$ cat config.mk
export PLATFORM = sky130hd
export DESIGN_NAME = des_ctrl
export DESIGN_NICKNAME = d
export VERILOG_FILES = /design/src/rtl/core/des_pkg.sv /design/src/rtl/core/des_ctrl.sv
export SDC_FILE = /design/constraint.sdc
export NUM_CORES = 1
export LEC_CHECK = 0
export BUFFER_PORTS_ARGS = -buffer_cell sky130_fd_sc_hd__buf_2
export CAP_MARGIN = 20
export CORE_AREA = 5 5 42 44
export CTS_CLUSTER_SIZE = 10
export DETAILED_ROUTE_END_ITERATION = 6
export DIE_AREA = 0 0 47 49
export HOLD_SLACK_MARGIN = 0.02
export SYNTH_ARGS = -nofsm -noshare
export SYNTH_HDL_FRONTEND = slang
export SYNTH_SLANG_ARGS = --single-unit
$ cat constraint.sdc
create_clock -name clk -period 1.3 [get_ports clk]
set_input_delay 0.26 -clock clk [delete_from_list [all_inputs] [get_ports clk]]
set_output_delay 0.26 -clock clk [all_outputs]
set_load 0.02 [all_outputs]
$ cat src/rtl/core/des_pkg.sv
`timescale 1ns / 1ps
// ----------------------------------------------------------------------------
// des_pkg
// Shared types and constants of the delayed echo subtractor core.
// ----------------------------------------------------------------------------
package des_pkg;

	// register indexes of the configuration port
	typedef enum logic [1:0] {
		REG_ENABLE = 2'd0,
		REG_DELAY  = 2'd1,
		REG_RATE   = 2'd2,
		REG_FACTOR = 2'd3
	} reg_idx_t;

	localparam int CFG_DW = 16;

	// configuration limits and reset values
	localparam logic [9:0]  DELAY_MAX     = 10'd1000;
	localparam logic [15:0] FACTOR_MAX    = 16'd32768;
	localparam logic [9:0]  DELAY_RST     = 10'd100;
	localparam logic [15:0] RATE_RST      = 16'd48000;
	localparam logic [15:0] FACTOR_RST    = 16'd16384;

	// floor(x / 1000) = (x * DIV_RECIP) >> DIV_SHIFT, exact for x < 2^26
	localparam logic [26:0] DIV_RECIP     = 27'd68719477;
	localparam int          DIV_SHIFT     = 36;

	// Q.30 gate threshold and full scale, Q0.15 smoothing weights
	localparam logic signed [32:0] GATE_Q30 = 33'sd10737418;
	localparam logic signed [32:0] ONE_Q30  = 33'sd1073741824;
	localparam logic signed [15:0] W_NEW    = 16'sd22938;
	localparam logic signed [15:0] W_OLD    = 16'sd9830;
	localparam logic signed [47:0] HALF_Q30 = 48'sd536870912;

	// sequencer states
	typedef enum logic [3:0] {
		ST_IDLE,
		ST_MUL,
		ST_DIV,
		ST_ADDR,
		ST_SUB,
		ST_GATE,
		ST_WGT,
		ST_FIN,
		ST_PASS
	} state_t;

	// configuration seen by the datapath
	typedef struct packed {
		logic        enable;
		logic [9:0]  delay_ms;
		logic [15:0] rate_hz;
		logic [15:0] factor;
	} cfg_t;

	// controller to datapath commands
	typedef struct packed {
		logic load_in;
		logic push;
		logic do_mul;
		logic do_div;
		logic do_addr;
		logic do_sub;
		logic do_gate;
		logic do_wgt;
		logic do_fin;
		logic do_pass;
	} cmd_t;

	// datapath to controller status
	typedef struct packed {
		logic out_free;
	} stat_t;

endpackage

$ cat src/rtl/core/des_ctrl.sv
`timescale 1ns / 1ps
// ----------------------------------------------------------------------------
// des_ctrl
// Sequencer: accepts transactions and steps the datapath through a mic item.
// ----------------------------------------------------------------------------
module des_ctrl (
	input  logic           clk,
	input  logic           arst_n,
	input  logic           in_valid,
	output logic           in_ready,
	input  logic           req_type,
	input  logic           enable,
	input  des_pkg::stat_t stat,
	output des_pkg::cmd_t  cmd
);
	import des_pkg::*;

	state_t state_q, state_d;

	// state register
	always_ff @(posedge clk or negedge arst_n) begin
		if (!arst_n) begin
			state_q <= ST_IDLE;
		end else begin
			state_q <= state_d;
		end
	end

	// next state and commands
	always_comb begin
		state_d  = state_q;
		cmd      = '0;
		in_ready = 1'b0;
		unique case (state_q)
			ST_IDLE: begin
				in_ready = 1'b1;
				if (in_valid) begin
					cmd.load_in = 1'b1;
					if (!req_type) begin
						cmd.push = enable;
					end else if (enable) begin
						state_d = ST_MUL;
					end else begin
						state_d = ST_PASS;
					end
				end
			end
			ST_MUL: begin
				cmd.do_mul = 1'b1;
				state_d    = ST_DIV;
			end
			ST_DIV: begin
				cmd.do_div = 1'b1;
				state_d    = ST_ADDR;
			end
			ST_ADDR: begin
				cmd.do_addr = 1'b1;
				state_d     = ST_SUB;
			end
			ST_SUB: begin
				cmd.do_sub = 1'b1;
				state_d    = ST_GATE;
			end
			ST_GATE: begin
				cmd.do_gate = 1'b1;
				state_d     = ST_WGT;
			end
			ST_WGT: begin
				cmd.do_wgt = 1'b1;
				state_d    = ST_FIN;
			end
			ST_FIN: begin
				if (stat.out_free) begin
					cmd.do_fin = 1'b1;
					state_d    = ST_IDLE;
				end
			end
			ST_PASS: begin
				if (stat.out_free) begin
					cmd.do_pass = 1'b1;
					state_d     = ST_IDLE;
				end
			end
			default: state_d = ST_IDLE;
		endcase
	end

endmodule

# Yosys cells after proc, flatten, opt, wreduce, memory -nomap -nowiden
# Index checks and enable logic that the tools add are counted.
totals:
  word_cells: 33
  output_inout_bits: 11
  ff_bits: 4
classes:
  mux: 18
  n_reduce_logical: 3
  n_eq_ne: 11
op_table:
  columns: ["op", "count"]
  rows:
  - ["$pmux 4 s8", 1]
  - ["$eq 4x3->1 const B", 4]
  - ["$mux 4", 4]
  - ["$mux 1", 11]
  - ["$eq 4x2->1 const B", 2]
  - ["$eq 4x1->1 const B", 1]
  - ["$eq 4x4->1 const B", 1]
  - ["$logic_not 4->1", 1]
  - ["$mux 2", 2]
  - ["$ne 2x2->1 const B", 2]
  - ["$reduce_and 3->1", 1]
  - ["$ne 2x1->1 const B", 1]
  - ["$reduce_or 2->1", 1]

# Logic depth before layout (Yosys ltp)
# Gate-level depths: netlist (run 1).
logic_depth:
  depth_word: 4
  ltp_mapped: 4

# Least setup slack after synthesis (run 1)
# No wires, ideal clock.
synth_path:
  path_type: "reg2out"
  from: "reg state_q[1]"
  to: "out cmd[8] in the netlist's numbering"
  setup_slack_ps: -359
  arrival_ps: 1399
  stages_incl_launch_ff: 4
  required_ps: 1040
  cell_sequence: "dfrtp_1 nor4_4 nand2_2 nor3b_2"
synth_rtl:
  columns: ["item", "line", "text"]
  rows:
  - ["start: declaration", "des_ctrl.sv:18", "state_t state_q, state_d;"]
  - ["start signal: assignment", "des_ctrl.sv:25", "state_q <= state_d;"]
  - ["end: declaration", "des_ctrl.sv:14", "output des_pkg::cmd_t cmd"]

==> results.tsv, run 1 <==
metric	value	unit
status	complete, but fails checks	
violations	negative setup slack	
avgRoutedWirePerCell	11.8	um
synth.area.top_cells	dfrtp_1 31%, nor3_1 11%, nor4_4 6.6%	
multi_input_area	246	um2
worstSetupPathType	register to output pin	
power	1.31	mW
numCtsBuffers	3	
hp-class	input port to register	
cts-htree-levels	1	
wirelength	946	um
ys.flop_type	dfrtp_1	
clk_path_buf_depth	2	
power_density	2120	mW/mm2
antennaDiodeCount	0	
leakage	0.296	nW
fin_tns_setup	-2880	ps
place_inst	73	
synth_top_area_share	0.313	
placed_area	485	um2
tightest_slew	257	ps
synth_edf_count	0	
slew-limit-headroom	0.826	
top_regs	state_q: 4 flops	
core_area	0.00140	mm2
gr-total-overflow	0	
skew	0.0981	ps
port_buffers	16	
fin_crit_sh	1.28	
synthDistinctLibCells	19	
n_fill_cell	141	
endpoint_kind	output pin	
clkLatencyLatePin	240	ps
final_cell_area	618	um2
final_layout_size_suffix_gt1_frac	0.719	
grt_max_degree	8	
io_pins	17	
dieArea	0.00230	mm2
p_int	742	uW
rr_worst_depth	3	
worstPathMaxFanout	3	
ir_worst_vdd	1.08	mV
rsz0062_at_grt	yes	
regArea	101	um2
antenna_left	0	
hpwlAfterDp	725	um
nNetsFinal	72	
ys_ff_latch	4	
grt_pass1_wl	1440	um
yosys_warnings	0	
startpoint_type	register	
grt_usage	0.0918	
fp.dieH	49	um
worstSetupEndpoint	cmd[0]	
grt_pass1_vias	359	
crit_start	state_q[0]	
yosysMostFrequentCell	nor3_1	
cts_root_buffer	clkbuf_4	
fin_ws	-363	ps
required	1040	ps
antenna_found_initial	0	
cts_sinks	4	
worstReg2RegStart	state_q[0]	
reg2reg_to	state_q[3]	
die_x	47	um
swShare	0.434	
syn-num-nets	42	
finalMaxSlewViolations	0	
vias	379	
areaGrowthSynthToFinish	93.0	%
maxCapViolations	0	
largest-register	state_q	
synthArstFlopShare	1.00	
setup_viol	13	
finalHoldViolations	0	
place_ws	-149	ps
path_clk_slew	40	ps
cts_tree	yes	
pwr-share-clk	0.118	
drt-pass1-iter-count	4	
synthTopCellsByCount	7 x nor3_1, 4 x dfrtp_1, 4 x nor2_1	
max_freq	601	MHz
arrival	1400	ps
start_util	0.229	
avgSynthCellArea	8.90	um2
rows	14	
viasPerCell	4.74	
finalCriticalPeriod	1660	ps
gp_congestion	0.779	
netlist_area	320	um2
synth_cells	36	
r2r_setup_slack	-10	ps
largest_register_ffs	4	
drtIter0Drc	7	
drc	0	
synth.largest_area_cell	dfrtp_1	
p_switching	569	uW
ys_seq_area_frac	0.313	
finalNonFillerCells	80	
p_seq_frac	0.176	
power_frac_comb	0.706	
==> power by group through the flow <==
stage	registers, mW	clock network [mW]	logic, mW
6_report	0.231	0.155	0.925
3_5_place_dp	0.226	0	0.689
2_1_floorplan	0.247	0	0.436
4_1_cts	0.227	0.161	0.798
3_3_place_gp	0.224	0	0.691
5_1_grt	0.237	0.167	0.994
==> final cells by class <==
type,instances,share of cell area
Multi-Input combinational cell,27,0.399
Clock buffer,3,0.0364
Tap cell,16,0.0324
Timing Repair Buffer,27,0.350
Inverter,3,0.0182
Sequential cell,4,0.164
==> layout by cell type (no fill, tap or decap), types with 2 or more instances in the layout <==
cell / count
nand2_1: 3
nor2_1: 2
inv_1: 2
buf_6: 7
clkbuf_4: 3
buf_4: 13
buf_2: 6
nor3_1: 3
nor3_2: 4
nand2b_4: 2
dfrtp_1: 3
==> routing by layer <==
layer	up-vias	global-route usage	share of wire
met5	-	0	0
met4	0	0.0968	0.042
met3	4	0.0369	0.10
met2	20	0.124	0.47
met1	172	0.0976	0.38
li1	183	-	-
==> critical path, stage by stage, from the launching register on <==
cell and delay [ps]:
dfrtp_1 400, or4b_4 550, nor2_4 100, buf_6 120
==> how the worst min path moves through the flow <==
stage                start          to  slack (ps)  depth (start not counted)
floorplan           arst_n  state_q[0]         -40                          0
global placement    arst_n  state_q[2]          70                          1
detailed placement  arst_n  state_q[2]          70                          1
CTS                   stat  state_q[3]         250                          2
global route          stat  state_q[3]         280                          2
finish                stat  state_q[3]         270                          2
==> stage by stage <==
stage           util  hold slack [ps]
6_report       0.441              265
4_1_cts        0.405              251
3_5_place_dp   0.346             72.3
5_1_grt        0.441              275
3_3_place_gp   0.346             71.4
2_1_floorplan      -            -35.6
==> what timing repair did <==
item                                   CTS  global route
endpoints found under the hold margin    4             0
setup buffers                            1             3
resized for setup                       15             8
hold buffers                             1             0
setup endpoints to repair               13            14
cloned                                   0             0
==> logic make-up after synthesis <==
family                 Yosys count  share of synthesized area
AOI/OAI and AO/OA                5                      0.141
buffers and inverters            5                     0.0820
DFF                              4                      0.313
and+or+nand+nor                 22                      0.465
(Power assumes the default switching activity.)
==> run 2, diff against run 1 <==
Settings changed: CORE_AREA 5 5 42 44 to not set, CORE_MARGIN set to 5, CORE_UTILIZATION set to 23, DIE_AREA 0 0 47 49 to not set.
==> run 2 against run 1 <==
Against the previous run:
- the flow still finishes with violations (negative setup slack)
- cell area is 3.4% higher
- first-iteration DRC count is 57% lower
- global-route usage is 0.47 points higher
- sequential cell count stayed put
- clock power is 4% lower
- largest cell class unchanged
==> results.tsv, run 2 (same netlist as run 1, synthesis figures left out) <==
metric	value	unit	change
worstSetupPathType	register to output pin		unchanged
startpoint_type	register		unchanged
multi_input_area	267	um2	was 246 um2
drtIter0Drc	3		was 7
violations	negative setup slack		unchanged
core_area	0.00132	mm2	was 0.00140 mm2
grt_max_degree	8		unchanged
max_freq	597	MHz	was 601 MHz
skew	4.52	ps	was 0.0981 ps
arrival	1420	ps	was 1400 ps
wirelength	950	um	was 946 um
fin_crit_sh	1.29		was 1.28
hp-class	input port to register		unchanged
crit_path_max_incr_delay	550	ps	about the same
antenna_left	0		unchanged
worstPathMaxFanout	3		unchanged
tightest_slew	241	ps	was 257 ps
die_x	47.3	um	was 47 um
gr-total-overflow	0		unchanged
antennaDiodeCount	0		unchanged
clk_path_buf_depth	2		unchanged
vias	364		was 379
ir_worst_vdd	1.30	mV	was 1.08 mV
cts_sinks	4		unchanged
setup_viol	13		unchanged
grt_pass1_wl	1440	um	unchanged
status	complete, but fails checks		unchanged
grt_usage	0.0965		was 0.0918
regArea	101	um2	unchanged
layout_commonest_cell	buf_4		unchanged
maxCapViolations	0		unchanged
top_regs	state_q: 4 flops		unchanged
io_pins	17		unchanged
power_density	2080	mW/mm2	was 2120 mW/mm2
drt-pass1-iter-count	3		was 4
port_buffers	16		unchanged
hpwlAfterDp	699	um	was 725 um
placed_area	484	um2	was 485 um2
cts-htree-levels	1		unchanged
fin_tns_setup	-2860	ps	was -2880 ps
largest_register_ffs	4		unchanged
clkLatencyLatePin	230	ps	was 240 ps
drc	0		unchanged
antenna_found_initial	0		unchanged
n_fill_cell	122		was 141
endpoint_kind	output pin		unchanged
slowest_stage	or4b_4		unchanged
areaGrowthSynthToFinish	99.6	%	was 93.0%
worstPathCellList	or4b_4, nor2_4, buf_6		unchanged
finalHoldViolations	0		unchanged
place_ws	-156	ps	was -149 ps
fp.dieH	47.3	um	was 49 um
largest-register	state_q		unchanged
most-common-layout-cells	11 x buf_4, 9 x buf_6, 5 x nor3_2, 5 x buf_2		was 13 x buf_4, 7 x buf_6, 6 x buf_2, 4 x nor3_2
grt_pass1_vias	341		was 359
leakage	0.304	nW	was 0.296 nW
path_clk_slew	40	ps	about the same
final_cell_area	639	um2	was 618 um2
cts_root_buffer	clkbuf_4		unchanged
slew-limit-headroom	0.838		was 0.826
gp_congestion	0.773		was 0.779
viasPerCell	4.67		was 4.74
start_util	0.243		was 0.229
dieArea	0.00224	mm2	was 0.00230 mm2
rows	13		was 14
avgRoutedWirePerCell	12.2	um	was 11.8 um
finalMaxSlewViolations	0		unchanged
rsz0062_at_grt	yes		unchanged
finalCriticalPeriod	1680	ps	was 1660 ps
cts_tree	yes		unchanged
nNetsFinal	71		was 72
numCtsBuffers	3		unchanged
fin_ws	-376	ps	was -363 ps
final_layout_size_suffix_gt1_frac	0.762		was 0.719
power	1.33	mW	was 1.31 mW
required	1040	ps	about the same
==> run 2: cell count changes in the layout (fill, tap and decap cells not counted), sizes merged <==
cell  delta
buf      -1
==> run 2: per-stage QoR <==
step	cells	hold slack (ps)	utilization
after floorplan	36	-35.6	-
after global placement	72	69.1	0.368
after detailed placement	72	74.0	0.368
after CTS	78	259	0.450
after global routing	78	274	0.485
final	78	271	0.485
==> run 2: layout make-up <==
type | instances | share of cell area
flip-flops and latches | 4 | 0.159
clock buffers | 3 | 0.0352
inverters | 3 | 0.0176
multi-input cells | 27 | 0.417
repair buffers | 26 | 0.342
well taps | 15 | 0.0294
==> run 2: worst max-delay path: cells and delay by family, from the launching register on <==
kind                   cells  cell delay [ps]
and+or+nand+nor            2              650
DFF                        1              430
buffers and inverters      1              120
==> run 2: timing repair <==
action,CTS,global route
setup buffers,2,1
setup endpoints to repair,13,14
resized for setup,18,13
pin swaps,0,1
hold buffers,1,0
gates cloned,0,0
hold endpoints to repair,4,0
==> run 2: final timing paths <==
check	start	to	slack [ps]	depth (start not counted)
worst max-delay path	state_q[0]	cmd[0]	-380	3
worst min-delay path	stat	state_q[3]	270	2
worst max register to register	state_q[3]	state_q[3]	-100	5
worst min register to register	state_q[0]	state_q[0]	670	2
max in group asynchronous	arst_n	state_q[0]	800	2
min in group asynchronous	arst_n	state_q[3]	370	2
==> run 2: report_power, final <==
part	internal [mW]	switching, mW	total (mW)
Sequential	0.179	0.0570	0.236
Combinational	0.458	0.485	0.944
Clock	0.103	0.0460	0.149
Total	0.740	0.588	1.33
==> run 2: per-layer routing <==
layer	wire length, um	track usage
met1	378	0.121
met2	484	0.136
met3	60	0.0115
met4	27	0.0994
met5	0	0
