$ cat config.mk
export PLATFORM = sky130hd
export DESIGN_NAME = des_regs
export DESIGN_NICKNAME = d
export VERILOG_FILES = /design/src/rtl/core/des_pkg.sv /design/src/rtl/core/des_regs.sv
export SDC_FILE = /design/constraint.sdc
export NUM_CORES = 1
export LEC_CHECK = 0
export ABC_AREA = 1
export BUFFER_PORTS_ARGS = -buffer_cell sky130_fd_sc_hd__buf_2
export CAP_MARGIN = 20
export CORE_MARGIN = 4
export CORE_UTILIZATION = 52
export CTS_BUF_LIST = sky130_fd_sc_hd__clkbuf_8
export DETAILED_ROUTE_END_ITERATION = 10
export PLACE_DENSITY = 0.81
export SYNTH_ARGS = -nofsm -noshare
export SYNTH_HDL_FRONTEND = slang
export SYNTH_SLANG_ARGS = --single-unit
$ cat constraint.sdc
create_clock -name clk -period 1.4 [get_ports clk]
set_input_delay 0.28 -clock clk [delete_from_list [all_inputs] [get_ports clk]]
set_output_delay 0.28 -clock clk [all_outputs]
set_load 0.1 [all_outputs]
$ cat src/rtl/core/des_pkg.sv
`timescale 1ns / 1ps
// ----------------------------------------------------------------------------
// des_pkg
// Shared types and constants of the delayed echo subtractor core.
// ----------------------------------------------------------------------------
package des_pkg;

	// register indexes of the configuration port
	typedef enum logic [1:0] {
		REG_ENABLE = 2'd0,
		REG_DELAY  = 2'd1,
		REG_RATE   = 2'd2,
		REG_FACTOR = 2'd3
	} reg_idx_t;

	localparam int CFG_DW = 16;

	// configuration limits and reset values
	localparam logic [9:0]  DELAY_MAX     = 10'd1000;
	localparam logic [15:0] FACTOR_MAX    = 16'd32768;
	localparam logic [9:0]  DELAY_RST     = 10'd100;
	localparam logic [15:0] RATE_RST      = 16'd48000;
	localparam logic [15:0] FACTOR_RST    = 16'd16384;

	// floor(x / 1000) = (x * DIV_RECIP) >> DIV_SHIFT, exact for x < 2^26
	localparam logic [26:0] DIV_RECIP     = 27'd68719477;
	localparam int          DIV_SHIFT     = 36;

	// Q.30 gate threshold and full scale, Q0.15 smoothing weights
	localparam logic signed [32:0] GATE_Q30 = 33'sd10737418;
	localparam logic signed [32:0] ONE_Q30  = 33'sd1073741824;
	localparam logic signed [15:0] W_NEW    = 16'sd22938;
	localparam logic signed [15:0] W_OLD    = 16'sd9830;
	localparam logic signed [47:0] HALF_Q30 = 48'sd536870912;

	// sequencer states
	typedef enum logic [3:0] {
		ST_IDLE,
		ST_MUL,
		ST_DIV,
		ST_ADDR,
		ST_SUB,
		ST_GATE,
		ST_WGT,
		ST_FIN,
		ST_PASS
	} state_t;

	// configuration seen by the datapath
	typedef struct packed {
		logic        enable;
		logic [9:0]  delay_ms;
		logic [15:0] rate_hz;
		logic [15:0] factor;
	} cfg_t;

	// controller to datapath commands
	typedef struct packed {
		logic load_in;
		logic push;
		logic do_mul;
		logic do_div;
		logic do_addr;
		logic do_sub;
		logic do_gate;
		logic do_wgt;
		logic do_fin;
		logic do_pass;
	} cmd_t;

	// datapath to controller status
	typedef struct packed {
		logic out_free;
	} stat_t;

endpackage

$ cat src/rtl/core/des_regs.sv
`timescale 1ns / 1ps
// ----------------------------------------------------------------------------
// des_regs
// Configuration registers with clamping and the history clear pulse.
// ----------------------------------------------------------------------------
module des_regs (
	input  logic                       clk,
	input  logic                       arst_n,
	input  logic                       cfg_we,
	input  des_pkg::reg_idx_t          cfg_addr,
	input  logic [des_pkg::CFG_DW-1:0] cfg_wdata,
	output des_pkg::cfg_t              cfg,
	output logic                       clear
);
	import des_pkg::*;

	logic        enable_q;
	logic [9:0]  delay_q;
	logic [15:0] rate_q;
	logic [15:0] factor_q;

	// register writes
	always_ff @(posedge clk or negedge arst_n) begin
		if (!arst_n) begin
			enable_q <= 1'b1;
			delay_q  <= DELAY_RST;
			rate_q   <= RATE_RST;
			factor_q <= FACTOR_RST;
		end else if (cfg_we) begin
			unique case (cfg_addr)
				REG_ENABLE: enable_q <= cfg_wdata[0];
				REG_DELAY:  delay_q  <= cfg_wdata[9:0];
				REG_RATE:   rate_q   <= cfg_wdata;
				REG_FACTOR: factor_q <= cfg_wdata;
				default:    ;
			endcase
		end
	end

	// any write of one to the enable clears history and smoothing state
	assign clear = cfg_we && (cfg_addr == REG_ENABLE) && cfg_wdata[0];

	// clamped view
	always_comb begin
		cfg.enable   = enable_q;
		cfg.delay_ms = (delay_q > DELAY_MAX) ? DELAY_MAX : delay_q;
		cfg.rate_hz  = rate_q;
		cfg.factor   = (factor_q > FACTOR_MAX) ? FACTOR_MAX : factor_q;
	end

endmodule

==> flow_summary.json, run 1 <==
{
  "status": "did not finish",
  "stop_stage": "global routing (5_1_grt)",
  "tool.error": "[ERROR DPL-0033] detailed placement checks failed during check placement.",
  "io_buffers": 64,
  "grt_max_degree": 44,
  "die_h_um": 69.7,
  "start_util": 0.541,
  "synth_most_common_cell": "nand2_1",
  "die_x_um": 69.7,
  "synthCells": 231,
  "ys_warn_count": 0,
  "synthTopCellsByArea": "dfrtp_1 39%, dfstp_2 16%, o21ai_0 11%",
  "yosysTopAreaCell": "dfrtp_1",
  "synth_common_cells": "49 x nand2_1, 43 x o21ai_0, 37 x inv_1",
  "yosysTopAreaCellShare": 0.392,
  "synth_area_um2": 1980,
  "syn_area_per_cell_um2": 8.57,
  "antenna_found_initial": 1,
  "synth-async-reset-ratio": 1.00,
  "ys_seq_area_frac": 0.551,
  "dp_hpwl_um": 5140,
  "gp_congestion": 0.784,
  "clock-root-buffer": "clkbuf_8",
  "synthFlopType": "dfrtp_1",
  "synth.distinct_cells": 20,
  "ios": 65,
  "ys_ff_latch": 43,
  "clockBufferDepth": 2,
  "dpl_cell_area_um2": 3270,
  "cts.sinks": 43,
  "numCtsBuffers": 5,
  "synth_edf_count": 0,
  "endpoint_type": "primary output",
  "syn_nets": 252,
  "crit_endpoint": "cfg[7]",
  "h-tree-depth": 2,
  "num_rows": 22
}
## repair_timing
action                                  CTS
gates resized for setup                  27
setup buffers                             5
gates cloned                              1
endpoints found under the setup margin   23
hold buffers                              1
endpoints found under the hold margin    31
pin swaps                                 7
## cells by family after synthesis
logic type      count (synthesis)  synth area share
compound gates                 62             0.181
buf+inv                        56             0.118
flops                          43             0.551
simple gates                   70             0.150
## metrics by stage
step / utilization / hold slack, ps / setup WS [ps] / TNS (ps) / cells
after floorplan: - / -15.6 / -509 / -7440 / 231
after global placement: 0.892 / 265 / -146 / -2560 / 360
after detailed placement: 0.892 / 276 / -357 / -5500 / 360
after CTS: 0.961 / 220 / -632 / -10690 / 374
==> run 2, diff against run 1 <==
CORE_UTILIZATION = 40   (was 52)
CTS_BUF_LIST = unset   (was sky130_fd_sc_hd__clkbuf_8)
PLACE_DENSITY = unset   (was 0.81)
PLACE_DENSITY_LB_ADDON = 0.15   (was unset)
==> flow_summary.json, run 2 <==
{
  "status": "complete, but fails checks",
  "violations": "negative setup slack",
  "synth_edf_count": 0,
  "dieArea_um2": 6140,
  "final_cell_mix": "47 x nand2_1, 44 x buf_12, 43 x o21ai_0, 34 x inv_1, 30 x dfrtp_1",
  "ys_seq_area_frac": 0.551,
  "slew_violations": 0,
  "worstPathRequired_ps": 1120,
  "h-tree-depth": 2,
  "synthFlopType": "dfrtp_1",
  "cts_tree": "done",
  "drive_above_1_share": 0.500,
  "grt_util_all_layers": 0.175,
  "clock-root-buffer": "clkbuf_8",
  "reg2reg_depth": 3,
  "maxCapViolations": 0,
  "power_density_nw_per_um2": 1630,
  "setup_viol": 23,
  "synth-async-reset-ratio": 1.00,
  "grt_max_degree": 33,
  "slew_headroom": 0.678,
  "top_regs": "factor_q x16, rate_q x16, delay_q x10",
  "dp.cells": 382,
  "r2r_end": "delay_q[6]",
  "crit_type": "reg2out",
  "grt_pass1_vias": 1784,
  "pre_cts_ws_ps": -191,
  "die_h_um": 78.4,
  "gp_congestion": 0.810,
  "p_leak_nw": 1.73,
  "synth_area_um2": 1980,
  "dp_hpwl_um": 3810,
  "worstHoldStart": "cfg_wdata[15]",
  "period_minus_slack_ps": 1900,
  "drt_iter0_drc": 52,
  "core-area_um2": 4750,
  "synth_common_cells": "49 x nand2_1, 43 x o21ai_0, 37 x inv_1",
  "num_rows": 25,
  "final_common_cell": "nand2_1",
  "fin_nets": 350,
  "yosysTopAreaCell": "dfrtp_1",
  "hold_path_depth": 3,
  "final.setup.tns_ps": -8860,
  "cp-end-kind": "output pin",
  "hold_violations": 0,
  "yosysTopAreaCellShare": 0.392,
  "start_kind": "register",
  "antenna_found_initial": 0,
  "post-route-period-util": 1.36,
  "worstHoldEndpoint": "rate_q[15]",
  "worst_slew_pin_slew_ps": 486,
  "drc_errors": 0,
  "numCtsBuffers": 5,
  "synthToLayoutAreaGrowth_pct": 83.7,
  "cts.sinks": 43,
  "vias": 1805,
  "synth.distinct_cells": 20,
  "p_comb_frac": 0.560,
  "switching_share": 0.461,
  "clock_latency_ps": 300,
  "ys_ff_latch": 43,
  "routedWlPerCell_um": 12.8,
  "clkPwrFrac": 0.165,
  "power.internal_w": 0.00319,
  "total_power_w": 0.00592,
  "ant_nets": 0,
  "start_util": 0.417,
  "synthCells": 231,
  "fin_cells": 397,
  "hp-class": "in2reg",
  "rsz0062_at_grt": "yes",
  "grt_pass1_wl_um": 8540,
  "max-vdd-ir-drop_uv": 944,
  "syn_area_per_cell_um2": 8.57,
  "drt_pass1_iterations": 4,
  "final_util": 0.765,
  "syn_nets": 252,
  "fin_skew_ps": 0,
  "reg2reg_from": "delay_q[6]",
  "die_x_um": 78.4,
  "io_buffers": 64,
  "ys_warn_count": 0,
  "clockBufferDepth": 2,
  "p_seq_frac": 0.275,
  "grt_overflow": 0,
  "setup_ws_ps": -500,
  "crit_fanout": 8,
  "clkSlewWorstSetupHoldPaths_ps": 90,
  "vias_per_cell": 4.55,
  "totalWireLength_um": 5090,
  "r2r_slack_ps": 530,
  "p_switching_w": 0.00273,
  "arrival_ps": 1620,
  "synthTopCellsByArea": "dfrtp_1 39%, dfstp_2 16%, o21ai_0 11%",
  "ios": 65,
  "synth_most_common_cell": "nand2_1",
  "max_freq_ghz": 0.526,
  "diodes": 0
}
==> run 2: timing repair <==
item,CTS,global route
hold endpoints to repair,7,0
pin swaps,6,7
setup buffers,2,6
endpoints found under the setup margin,23,30
gates resized for setup,22,11
hold buffers,1,0
==> run 2: per-layer routing <==
metal | vias to the layer above | global-route usage | wire (um)
met1 | 844 | 0.220 | 2170
met5 | - | 0 | 0
li1 | 905 | - | -
met4 | 0 | 0.0420 | 38
met3 | 6 | 0.0447 | 273
met2 | 50 | 0.304 | 2620
==> run 2: how the worst max path moves through the flow <==
stage	from	to	slack [ps]	cells past startpoint
after CTS	factor_q[10]	cfg[13]	-510	7
final	factor_q[4]	cfg[2]	-500	7
after floorplan	factor_q[15]	cfg[10]	-510	8
after detailed placement	factor_q[6]	cfg[13]	-190	7
after global placement	factor_q[6]	cfg[10]	-150	7
after global routing	factor_q[6]	cfg[11]	-600	7
==> run 2: kinds of logic after synthesis <==
logic type,after synthesis,synth area share
simple gates,70,0.150
compound gates,62,0.181
buf+inv,56,0.118
flops,43,0.551
==> run 2: power by group through the flow <==
| stage | Sequential, W | Clock [W] | Combinational (W) |
|---|---|---|---|
| 2_1_floorplan | 0.00217 | 0 | 0.00152 |
| 3_3_place_gp | 0.00163 | 0 | 0.00314 |
| 3_5_place_dp | 0.00164 | 0 | 0.00317 |
| 4_1_cts | 0.00163 | 0.000988 | 0.00329 |
| 5_1_grt | 0.00165 | 0.00105 | 0.00345 |
| 6_report | 0.00163 | 0.000977 | 0.00332 |
==> run 2: layout make-up <==
cell class                      count  area (um^2)
Tap cell                           67         83.8
Sequential cell                    43         1090
Multi-Input combinational cell    132          866
Inverter                           38          145
Clock buffer                        5         68.8
Fill cell                         326         1120
Timing Repair Buffer              109         1340
Clock inverter                      3         43.8
==> run 2: metrics by stage <==
stage	cell area [um^2]	hold slack (ps)
floorplan	2200	-15.6
detailed placement	3360	214
global placement	3360	215
global route	3640	213
finish	3640	218
CTS	3580	215
==> run 2: critical path: stages, from the launching register on <==
cell,delay (ps)
dfrtp_1,390
nor2_1,120
nand2_1,100
nor2_4,130
nand2_4,80
buf_12,160
a21oi_4,160
buf_12,190
Power figures use the tool's default switching activity.
==> run 3, diff against run 2 <==
ABC_AREA = 0   (was 1)
==> flow_summary.json, run 3 <==
{
  "grt_overflow": 0,
  "grt_util_all_layers": 0.157,
  "max_freq_ghz": 0.593,
  "clock_latency_ps": 280,
  "ys_ff_latch": 43,
  "synth-async-reset-ratio": 1.00,
  "synth.distinct_cells": 18,
  "totalWireLength_um": 4370,
  "grt_pass1_wl_um": 7270,
  "synth_common_cells": "31 x dfrtp_1, 22 x mux2_2, 20 x mux2_4",
  "final.setup.tns_ps": -3130,
  "core-area_um2": 4500,
  "synthCells": 124,
  "io_buffers": 64,
  "worstPathRequired_ps": 1120,
  "worst_slew_pin_slew_ps": 494,
  "synthFlopType": "dfrtp_1",
  "synth_most_common_cell": "dfrtp_1",
  "diodes": 0,
  "syn_area_per_cell_um2": 15.5,
  "period_minus_slack_ps": 1690,
  "fin_nets": 220,
  "drt_iter0_drc": 38,
  "grt_max_degree": 28,
  "violations": "negative setup slack",
  "nFillCells": 304,
  "hold_violations": 0,
  "hp-class": "in2reg",
  "final_common_cell": "buf_12",
  "p_leak_nw": 1.55,
  "cts.sinks": 43,
  "clock-root-buffer": "clkbuf_8",
  "die_h_um": 77.4,
  "routedWlPerCell_um": 17.3,
  "start_kind": "register",
  "synthToLayoutAreaGrowth_pct": 69.6,
  "final_cell_mix": "40 x buf_12, 30 x dfrtp_1, 28 x buf_2, 22 x mux2_2, 20 x mux2_4",
  "fin_skew_ps": 0,
  "ys_seq_area_frac": 0.567,
  "h-tree-depth": 2,
  "dp_hpwl_um": 3300,
  "start_util": 0.428,
  "yosysTopAreaCellShare": 0.403,
  "rsz0062_at_grt": "yes",
  "synth_area_um2": 1930,
  "fin_cells": 252,
  "synthTopCellsByArea": "dfrtp_1 40%, dfstp_2 16%, mux2_4 16%",
  "max-vdd-ir-drop_uv": 1000,
  "die_x_um": 77.4,
  "drive_above_1_share": 0.820,
  "cts_tree": "done",
  "crit_type": "reg2out",
  "dp.cells": 240,
  "grt_pass1_vias": 1429,
  "post-route-period-util": 1.21,
  "setup_viol": 22,
  "gp_congestion": 0.789,
  "power_density_nw_per_um2": 1920,
  "antenna_found_initial": 0,
  "vias": 1242,
  "slew_headroom": 0.673,
  "synth_edf_count": 0,
  "arrival_ps": 1410,
  "ios": 65,
  "slew_violations": 0,
  "cp-end-kind": "output pin",
  "num_rows": 24,
  "drt_pass1_iterations": 4,
  "status": "complete, but fails checks",
  "crit_fanout": 4,
  "maxCapViolations": 0,
  "clkSlewWorstSetupHoldPaths_ps": 80,
  "ys_warn_count": 0,
  "ant_nets": 0,
  "dieArea_um2": 5990,
  "clockBufferDepth": 2,
  "top_regs": "factor_q x16, rate_q x16, delay_q x10",
  "setup_ws_ps": -287,
  "syn_nets": 145,
  "yosysTopAreaCell": "dfrtp_1",
  "vias_per_cell": 4.93,
  "numCtsBuffers": 5,
  "drc_errors": 0
}
run 3: per-stage QoR:
| stage | utilization | power (W) | setup slack (ps) | cell area (um^2) | hold WS (ps) |
|---|---|---|---|---|---|
| 6_report | 0.725 | 0.00628 | -287 | 3270 | 236 |
| 5_1_grt | 0.725 | 0.00650 | -331 | 3270 | 226 |
| 4_1_cts | 0.720 | 0.00632 | -303 | 3240 | 226 |
| 3_5_place_dp | 0.679 | 0.00529 | 12.0 | 3060 | 230 |
| 3_3_place_gp | 0.679 | 0.00524 | 26.3 | 3060 | 220 |
| 2_1_floorplan | - | 0.00412 | -182 | 2110 | -15.6 |
run 3: kinds of logic (layout without fill, tap and decap cells):
logic type,Yosys count,after routing,synth area share
multiplexers,42,42,0.285
buffers and inverters,11,87,0.0331
AO/OA/AOI/OAI,7,7,0.0279
AND/OR/NAND/NOR,21,21,0.0877
flip-flops,43,43,0.567
run 3: critical path, cell delays in order, from the launching register on:
cell and delay, ps:
dfstp_2 530, and4_4 230, buf_12 130, a21boi_4 60
buf_12 160
run 3: final timing paths:
| path | slack [ps] | startpoint | end | cells after the start |
|---|---|---|---|---|
| max | -290 | delay_q[6] | cfg[32] | 4 |
| min | 240 | cfg_wdata[10] | rate_q[10] | 2 |
| max in group asynchronous | 410 | arst_n | rate_q[15] | 3 |
| max reg2reg | 300 | factor_q[15] | factor_q[15] | 3 |
| min in group asynchronous | 450 | arst_n | rate_q[14] | 2 |
| min reg2reg | 500 | rate_q[0] | rate_q[0] | 1 |
run 3: cell type report:
cell class / count / area [um^2] / area share
Sequential cell: 43 / 1090 / 0.334
Timing Repair Buffer: 79 / 1050 / 0.323
Multi-Input combinational cell: 70 / 947 / 0.290
Clock buffer: 7 / 76.3 / 0.0234
Tap cell: 52 / 65.1 / 0.0199
Clock inverter: 1 / 30.0 / 0.00920
run 3: metal layers:
layer  GRT usage  up-vias  routed length [um]
li1            -      579                   -
met1       0.190      620                1820
met4      0.0320        0                  14
met2       0.281       41                2320
met3      0.0417        2                 222
met5           0        -                   0
run 3: report_power, final:
| group | internal (W) | switching, W |
|---|---|---|
| sequential | 0.00153 | 0.000173 |
| combinational | 0.00137 | 0.00229 |
| clock | 0.000534 | 0.000384 |
run 3: timing repair:
action / in CTS / in global routing
cloned: 1 / 0
buffers inserted: 2 / 2
setup endpoints to repair: 22 / 24
resized for setup: 8 / 3
endpoints found under the hold margin: 11 / 0
hold buffers: 1 / 0
pin swaps: 2 / 0
